### src/hdl/lbp_pkg.sv
package lbp_pkg;

  localparam int unsigned MAX_FIELD_BITS = 32;
  localparam int unsigned BUFFER_BYTES   = 4096;

  localparam int unsigned FBITS_W = 6;
  localparam int unsigned CAP_W   = 13;
  localparam int unsigned ACC_W   = MAX_FIELD_BITS + 7;
  localparam int unsigned NEED_W  = 3;

  localparam int unsigned QDEPTH  = 4;
  localparam int unsigned QPTR_W  = $clog2(QDEPTH);

  localparam logic [CAP_W-1:0] CAP_RESET = CAP_W'(BUFFER_BYTES);

  typedef struct packed {
    logic [ACC_W-1:0]  acc;
    logic [NEED_W-1:0] nbytes;
    logic              err;
  } job_t;

endpackage

### src/hdl/lsb_first_bit_packer_core.sv
// An item's first byte reaches out_ through the job queue, the job register
// and the output register. The byte emitter gives one output byte per cycle
// while jobs wait and out_stall is low; input takes one beat per cycle while
// the four-entry job queue has room.
// Reset (synchronous, rst_n low): pending bits, byte count and queue clear,
// capacity_bytes returns to 4096.
module lsb_first_bit_packer_core (
  input  logic                        clk,
  input  logic                        rst_n,
  input  logic                        psel,
  input  logic                        penable,
  input  logic                        pwrite,
  input  logic [2:0]                  paddr,
  input  logic [31:0]                 pwdata,
  output logic [31:0]                 prdata,
  output logic                        pready,
  input  logic                        in_valid,
  output logic                        in_stall,
  input  logic [lbp_pkg::FBITS_W-1:0] in_field_bits,
  input  logic [31:0]                 in_field_value,
  input  logic                        in_flush,
  input  logic                        in_start_new,
  output logic                        out_valid,
  input  logic                        out_stall,
  output logic [7:0]                  out_byte_value,
  output logic                        out_error,
  output logic                        out_last
);
  import lbp_pkg::*;

  localparam logic ADDR_CAP = 1'b0;

  logic [CAP_W-1:0] cap_r;
  logic             q_full;
  logic             q_empty;
  logic             q_push;
  logic             q_pop;
  job_t             q_wjob;
  job_t             q_rjob;

  assign pready = 1'b1;
  assign prdata = (paddr[2] == ADDR_CAP) ? {{(32-CAP_W){1'b0}}, cap_r} : 32'd0;

  always_ff @(posedge clk) begin
    if (!rst_n) begin
      cap_r <= CAP_RESET;
    end else if (psel && penable && pwrite && (paddr[2] == ADDR_CAP)) begin
      cap_r <= pwdata[CAP_W-1:0];
    end
  end

  lbp_front u_front (
    .clk            (clk),
    .rst_n          (rst_n),
    .cap            (cap_r),
    .in_valid       (in_valid),
    .in_stall       (in_stall),
    .in_field_bits  (in_field_bits),
    .in_field_value (in_field_value),
    .in_flush       (in_flush),
    .in_start_new   (in_start_new),
    .q_full         (q_full),
    .q_push         (q_push),
    .q_job          (q_wjob)
  );

  lbp_fifo u_fifo (
    .clk       (clk),
    .rst_n     (rst_n),
    .push      (q_push),
    .push_data (q_wjob),
    .full      (q_full),
    .pop       (q_pop),
    .pop_data  (q_rjob),
    .empty     (q_empty)
  );

  lbp_back u_back (
    .clk            (clk),
    .rst_n          (rst_n),
    .q_empty        (q_empty),
    .q_job          (q_rjob),
    .q_pop          (q_pop),
    .out_valid      (out_valid),
    .out_stall      (out_stall),
    .out_byte_value (out_byte_value),
    .out_error      (out_error),
    .out_last       (out_last)
  );

endmodule

### src/hdl/lbp_fifo.sv
module lbp_fifo (
  input  logic         clk,
  input  logic         rst_n,
  input  logic         push,
  input  lbp_pkg::job_t push_data,
  output logic         full,
  input  logic         pop,
  output lbp_pkg::job_t pop_data,
  output logic         empty
);
  import lbp_pkg::*;

  job_t              mem [QDEPTH];
  logic [QPTR_W-1:0] wr_ptr_r;
  logic [QPTR_W-1:0] rd_ptr_r;
  logic [QPTR_W:0]   cnt_r;

  assign full     = (cnt_r == (QPTR_W+1)'(QDEPTH));
  assign empty    = (cnt_r == '0);
  assign pop_data = mem[rd_ptr_r];

  always_ff @(posedge clk) begin
    if (push && !full) begin
      mem[wr_ptr_r] <= push_data;
    end
  end

  always_ff @(posedge clk) begin
    if (!rst_n) begin
      wr_ptr_r <= '0;
      rd_ptr_r <= '0;
      cnt_r    <= '0;
    end else begin
      if (push && !full) begin
        wr_ptr_r <= wr_ptr_r + 1'b1;
      end
      if (pop && !empty) begin
        rd_ptr_r <= rd_ptr_r + 1'b1;
      end
      case ({push && !full, pop && !empty})
        2'b10:   cnt_r <= cnt_r + 1'b1;
        2'b01:   cnt_r <= cnt_r - 1'b1;
        default: cnt_r <= cnt_r;
      endcase
    end
  end

endmodule

### src/hdl/lbp_front.sv
module lbp_front (
  input  logic                          clk,
  input  logic                          rst_n,
  input  logic [lbp_pkg::CAP_W-1:0]     cap,
  input  logic                          in_valid,
  output logic                          in_stall,
  input  logic [lbp_pkg::FBITS_W-1:0]   in_field_bits,
  input  logic [31:0]                   in_field_value,
  input  logic                          in_flush,
  input  logic                          in_start_new,
  input  logic                          q_full,
  output logic                          q_push,
  output lbp_pkg::job_t                 q_job
);
  import lbp_pkg::*;

  logic [6:0]         pend_bits_r, pend_bits_nxt;
  logic [2:0]         pend_cnt_r, pend_cnt_nxt;
  logic [CAP_W-1:0]   bytes_r, bytes_nxt;

  logic [6:0]         pb_eff;
  logic [2:0]         pc_eff;
  logic [CAP_W-1:0]   be_eff;
  logic [FBITS_W-1:0] nbits;
  logic [32:0]        vmask;
  logic [31:0]        val_m;
  logic [ACC_W-1:0]   acc;
  logic [ACC_W-1:0]   rest;
  logic [FBITS_W-1:0] total;
  logic [NEED_W-1:0]  full_b;
  logic               partial;
  logic [NEED_W-1:0]  need;
  logic [CAP_W-1:0]   cap_eff;
  logic [CAP_W:0]     room;
  logic               err;
  logic [7:0]         pmask;
  logic               accept;

  assign in_stall = q_full;
  assign accept   = in_valid && !q_full;

  always_comb begin
    pb_eff  = in_start_new ? 7'd0 : pend_bits_r;
    pc_eff  = in_start_new ? 3'd0 : pend_cnt_r;
    be_eff  = in_start_new ? '0   : bytes_r;
    nbits   = (in_field_bits > FBITS_W'(MAX_FIELD_BITS)) ? FBITS_W'(MAX_FIELD_BITS)
                                                         : in_field_bits;
    vmask   = (33'd1 << nbits) - 33'd1;
    val_m   = in_field_value & vmask[31:0];
    acc     = {{(ACC_W-7){1'b0}}, pb_eff} | ({7'd0, val_m} << pc_eff);
    total   = {{(FBITS_W-3){1'b0}}, pc_eff} + nbits;
    full_b  = total[5:3];
    partial = in_flush && (total[2:0] != 3'd0);
    need    = full_b + {2'd0, partial};
    cap_eff = (cap > CAP_RESET) ? CAP_RESET : cap;
    room    = {1'b0, cap_eff} - {1'b0, be_eff};
    err     = room[CAP_W] || ({{(CAP_W-NEED_W){1'b0}}, need} > room[CAP_W-1:0]);
    rest    = acc >> {full_b, 3'b000};
    pmask   = (8'd1 << total[2:0]) - 8'd1;

    if (err) begin
      pend_bits_nxt = pb_eff;
      pend_cnt_nxt  = pc_eff;
      bytes_nxt     = be_eff;
    end else begin
      bytes_nxt = be_eff + {{(CAP_W-NEED_W){1'b0}}, need};
      if (partial) begin
        pend_bits_nxt = 7'd0;
        pend_cnt_nxt  = 3'd0;
      end else begin
        pend_bits_nxt = rest[6:0] & pmask[6:0];
        pend_cnt_nxt  = total[2:0];
      end
    end

    q_job.acc    = err ? '0 : acc;
    q_job.nbytes = err ? NEED_W'(1) : need;
    q_job.err    = err;
    q_push       = accept && (err || (need != '0));
  end

  always_ff @(posedge clk) begin
    if (!rst_n) begin
      pend_bits_r <= '0;
      pend_cnt_r  <= '0;
      bytes_r     <= '0;
    end else if (accept) begin
      pend_bits_r <= pend_bits_nxt;
      pend_cnt_r  <= pend_cnt_nxt;
      bytes_r     <= bytes_nxt;
    end
  end

endmodule

### src/hdl/lbp_back.sv
module lbp_back (
  input  logic          clk,
  input  logic          rst_n,
  input  logic          q_empty,
  input  lbp_pkg::job_t q_job,
  output logic          q_pop,
  output logic          out_valid,
  input  logic          out_stall,
  output logic [7:0]    out_byte_value,
  output logic          out_error,
  output logic          out_last
);
  import lbp_pkg::*;

  logic              job_valid_r;
  logic [ACC_W-1:0]  job_acc_r;
  logic [NEED_W-1:0] job_left_r;
  logic              job_err_r;

  logic              out_valid_r;
  logic [7:0]        out_byte_r;
  logic              out_err_r;
  logic              out_last_r;

  logic              adv;
  logic              fin;

  assign adv   = job_valid_r && (!out_valid_r || !out_stall);
  assign fin   = adv && (job_left_r == NEED_W'(1));
  assign q_pop = !q_empty && (!job_valid_r || fin);

  assign out_valid      = out_valid_r;
  assign out_byte_value = out_byte_r;
  assign out_error      = out_err_r;
  assign out_last       = out_last_r;

  always_ff @(posedge clk) begin
    if (!rst_n) begin
      job_valid_r <= 1'b0;
      out_valid_r <= 1'b0;
    end else begin
      if (q_pop) begin
        job_valid_r <= 1'b1;
      end else if (fin) begin
        job_valid_r <= 1'b0;
      end
      if (adv) begin
        out_valid_r <= 1'b1;
      end else if (!out_stall) begin
        out_valid_r <= 1'b0;
      end
    end
  end

  always_ff @(posedge clk) begin
    if (q_pop) begin
      job_acc_r  <= q_job.acc;
      job_left_r <= q_job.nbytes;
      job_err_r  <= q_job.err;
    end else if (adv) begin
      job_acc_r  <= job_acc_r >> 8;
      job_left_r <= job_left_r - 1'b1;
    end
    if (adv) begin
      out_byte_r <= job_acc_r[7:0];
      out_err_r  <= job_err_r;
      out_last_r <= (job_left_r == NEED_W'(1));
    end
  end

endmodule
### config.mk
export PLATFORM = sky130hd
export DESIGN_NAME = lsb_first_bit_packer_core
export DESIGN_NICKNAME = d
export VERILOG_FILES = /design/src/hdl/lbp_pkg.sv /design/src/hdl/lsb_first_bit_packer_core.sv /design/src/hdl/lbp_fifo.sv /design/src/hdl/lbp_front.sv /design/src/hdl/lbp_back.sv
export SDC_FILE = /design/constraint.sdc
export NUM_CORES = 1
export LEC_CHECK = 0
export BUFFER_PORTS_ARGS = -buffer_cell sky130_fd_sc_hd__buf_2
export CAP_MARGIN = 20
export CORE_ASPECT_RATIO = 1.75
export CORE_MARGIN = 5
export CORE_UTILIZATION = 50
export DETAILED_ROUTE_END_ITERATION = 8
export PLACE_DENSITY = 0.73
export SLEW_MARGIN = 40
export SYNTH_ARGS = -nofsm -noshare
export SYNTH_HDL_FRONTEND = slang
export SYNTH_HIERARCHICAL = 1
export SYNTH_SLANG_ARGS = --single-unit
### constraint.sdc
create_clock -name clk -period 9.5 [get_ports clk]
set_clock_uncertainty 0.15 [all_clocks]
set_input_delay 1.9 -clock clk [delete_from_list [all_inputs] [get_ports clk]]
set_output_delay 1.9 -clock clk [all_outputs]
set_load 0.05 [all_outputs]
==> results.toml <==
[floorplanning]
io-pin-count = 127
core_area_sq_mm = 0.0308
rows = 85
die-area_sq_mm = 0.0352
initial_core_util_pct = 50.9
die_w_um = 144
die_h_um = 244

[clock_tree]
clock-sinks = 272
clk_pin_slew_ps = 70
cts_buffers = 24
cts.repair.resized = 0
clockRootBuffer = "clkbuf_16"
htree_num_levels = 1
cts_tree = "built"
hold_buffers = 0
cts_setup_buffers = 0
clock_latency_ps = 540
cts_buffer_depth = 3

[flow_run]
drv_cap = 0

[synth]
synth_seq_cells = 272
yosys_warnings = 6
netlist_area_sq_mm = 0.0157
synth_edf_count = 225
ys_async_sr_fraction_pct = 0
ys_seq_area_share_pct = 49.1
avgSynthCellArea_sq_um = 11.2
syn_inst = 1395
ys_types = 105
synth_ff_type = "edfxtp_1"

[route]
ant_nets = 0
wl_per_cell_um = 20.6
drt_iter0_drc = 803
drt-total-wl_um = 37700
num_vias = 11200
vias_per_cell = 6.11
dr.pass1.iters = 5
drc_errors = 0

[worst_setup_path]
cp-start-kind = "input port"
worstPathRequired_ps = 9540
path_class = "input port to flop"
arrival_ps = 8040
path_max_fanout = 36
end_kind = "flop"

[place]
hpwlAfterDp_um = 26300
dp_slack_ps = 972
place_inst = 1786
gp_congestion = 0.934
portBuffers = 85

[cells_and_area]
antenna_cells = 0
layout.nets = 1538
fillers = 2658
fin_cells = 1830
drive_gt1_share_pct = 19.2
synthToLayoutAreaGrowth_pct = 7.64

[global_route]
gr-usage-met3_pct = 1.70
grt_start_max_net_pins = 52
top_usage_layer = "met2"
track_usage_pct = 21.3
overflow = 0
antenna_found_initial = 0
grt_pass1_wl_um = 59700
use_met1_pct = 25.8
grt_use_met2_pct = 38.2
grt_pass1_vias = 10900

[power]
p_leak_nw = 6.06
peakVddDrop_v = 0.000299
power_density_mw_per_mm2 = 235
power_w = 0.00397

[timing]
rsz0062_at_grt = "false"
period_minus_slack_ps = 8000
fin_crit_sh_pct = 84.2
finalSetupTns_ps = 0
fin_ws_ps = 1500
slew-limit-headroom_pct = 46.6
setup_violations = 0
fmax_mhz = 125
slew_violations = 0
tightest_slew_ps = 790
hold_violations = 0

[run_status]
outcome = "finished, final reports clean"

[worst_hold_path]
min_path_type = "flop to flop"
==> critical path, stage by stage <==
cell and delay [ps]:
buf_2 450, nand2b_1 210, clkinv_1 90, ha_1 330
nand2b_1 80, or3_1 400, o211a_1 250, buf_4 210
inv_2 260, ha_1 220, ha_1 150, xnor2_1 230
ha_1 320, a311oi_1 220, nand4_1 180, nor4b_4 300
buf_4 240, or3_1 220, o31a_1 130, nor2b_1 440
and2_2 700, buf_4 440
==> synth_stat cells, types with 9 or more instances <==
master    number  area [sq um]
a21o_1        18           135
a21oi_1       45           225
a311oi_1       9          78.8
a31oi_1       16           100
and2_1        16           100
buf_2         40           200
buf_4         27           203
clkbuf_1      37           139
dfxtp_1       47           941
edfxtp_1     225          6760
ha_1          32           400
inv_1         55           206
mux2i_1       26           260
mux4_2        43           968
nand2_1      146           548
nand2b_1      25           156
nand3_1       19          95.1
nor2_1       109           409
nor2b_1       50           313
nor3_1        24           120
nor3b_1       11          82.6
nor4_1        10          62.6
o211ai_1      17           128
o21a_1        22           165
o21ai_0       40           200
o21ai_1       16          80.1
o22ai_1       10          62.6
o31ai_1       12          90.1
o32ai_2       28           455
or3_1         12          75.1
xor2_1        13           114
==> path summary, 6_finish.rpt <==
path	from	end	slack [ps]	depth (start not counted)
hold / removal	u_back/job_acc_r[4]	u_back/out_byte_value[4]	270	0
hold reg to reg	u_back/job_acc_r[4]	u_back/out_byte_value[4]	270	0
setup / recovery	in_start_new	u_fifo/mem[2][39]	1500	22
setup reg to reg	u_front/pend_cnt_r[1]	u_fifo/mem[2][39]	2750	20
==> cell type report <==
| cell class | count | area [sq um] | area share, % |
|---|---|---|---|
| clock buffer | 25 | 604 | 3.58 |
| timing repair buffer | 107 | 597 | 3.53 |
| sequential | 272 | 7700 | 45.6 |
| multi-input combinational | 954 | 7090 | 42.0 |
| clock inverter | 19 | 171 | 1.01 |
| tap | 391 | 489 | 2.90 |
| inverter | 62 | 233 | 1.38 |
==> sequential cells by signal, summed over array words and instances (netlist names), named ones only <==
name,cells
u_fifo/rd_ptr_r,2
u_front/pend_bits_r,7
u_back/out_last,1
u_fifo/cnt_r,3
u_back/job_left_r,3
u_front/bytes_r,13
u_back/out_valid,1
u_back/out_byte_value,8
u_back/job_valid_r,1
u_back/job_acc_r,39
cap_r,13
u_fifo/mem,172
u_front/pend_cnt_r,3
u_back/job_err_r,1
u_back/out_error,1
u_fifo/wr_ptr_r,2
==> power by group <==
group,switching [W],leakage (nW),internal [W],total [W]
combinational,0.000825,3.22,0.000475,0.00130
sequential,0.0000684,2.46,0.00165,0.00171
clock,0.000427,0.378,0.000524,0.000952
==> stage by stage <==
step	utilization, %	instance area, sq um	hold WS [ps]
after floorplan	-	15800	250
after global placement	52.2	16100	252
after detailed placement	52.2	16100	259
after CTS	54.8	16900	272
after global routing	54.8	16900	275
final	54.8	16900	269
==> cells in the final DEF (no fill, tap or decap), types with 7 or more instances in the layout <==
master and instances:
o32ai_2 28, clkbuf_16 24, clkinv_1 9, a31oi_1 16, o21ai_1 16, and3_1 8
o211a_1 7, nand3_1 19, buf_4 22, conb_1 20, o21a_1 21, a21o_1 18
and2_1 12, nand2b_1 25, o211ai_1 17, nor2b_1 48, dfxtp_1 45, ha_1 32
or3_1 12, mux4_2 43, a311oi_1 9, nor4_1 10, o22ai_1 10, nand4_1 8
mux2i_1 26, nor3b_1 11, nor3_1 24, xor2_1 13, inv_1 55, a21oi_1 45
o21ai_0 40, edfxtp_1 225, xnor2_1 8, nor2_1 109, o31ai_1 12, buf_2 84
nand2_1 146
==> metal layers <==
layer | vias up | share of wire, %
li1 | 5235 | -
met1 | 5458 | 38
met2 | 381 | 52
met3 | 105 | 4.1
met4 | 0 | 5.4
met5 | - | 0
==> logic make-up (layout without fill, tap and decap cells) <==
family,count (synthesis),in the layout,synth area share [%]
xor gates and xnor gates,21,21,1.17
DFF,272,272,49.1
and+or+nand+nor,484,484,16.1
other,2,20,0.0479
buffers and inverters,187,213,6.34
AOI/OAI and AO/OA,319,319,16.0
muxes,75,75,8.33
adders and majority gates,35,35,2.93
Power figures use the tool's default switching activity.
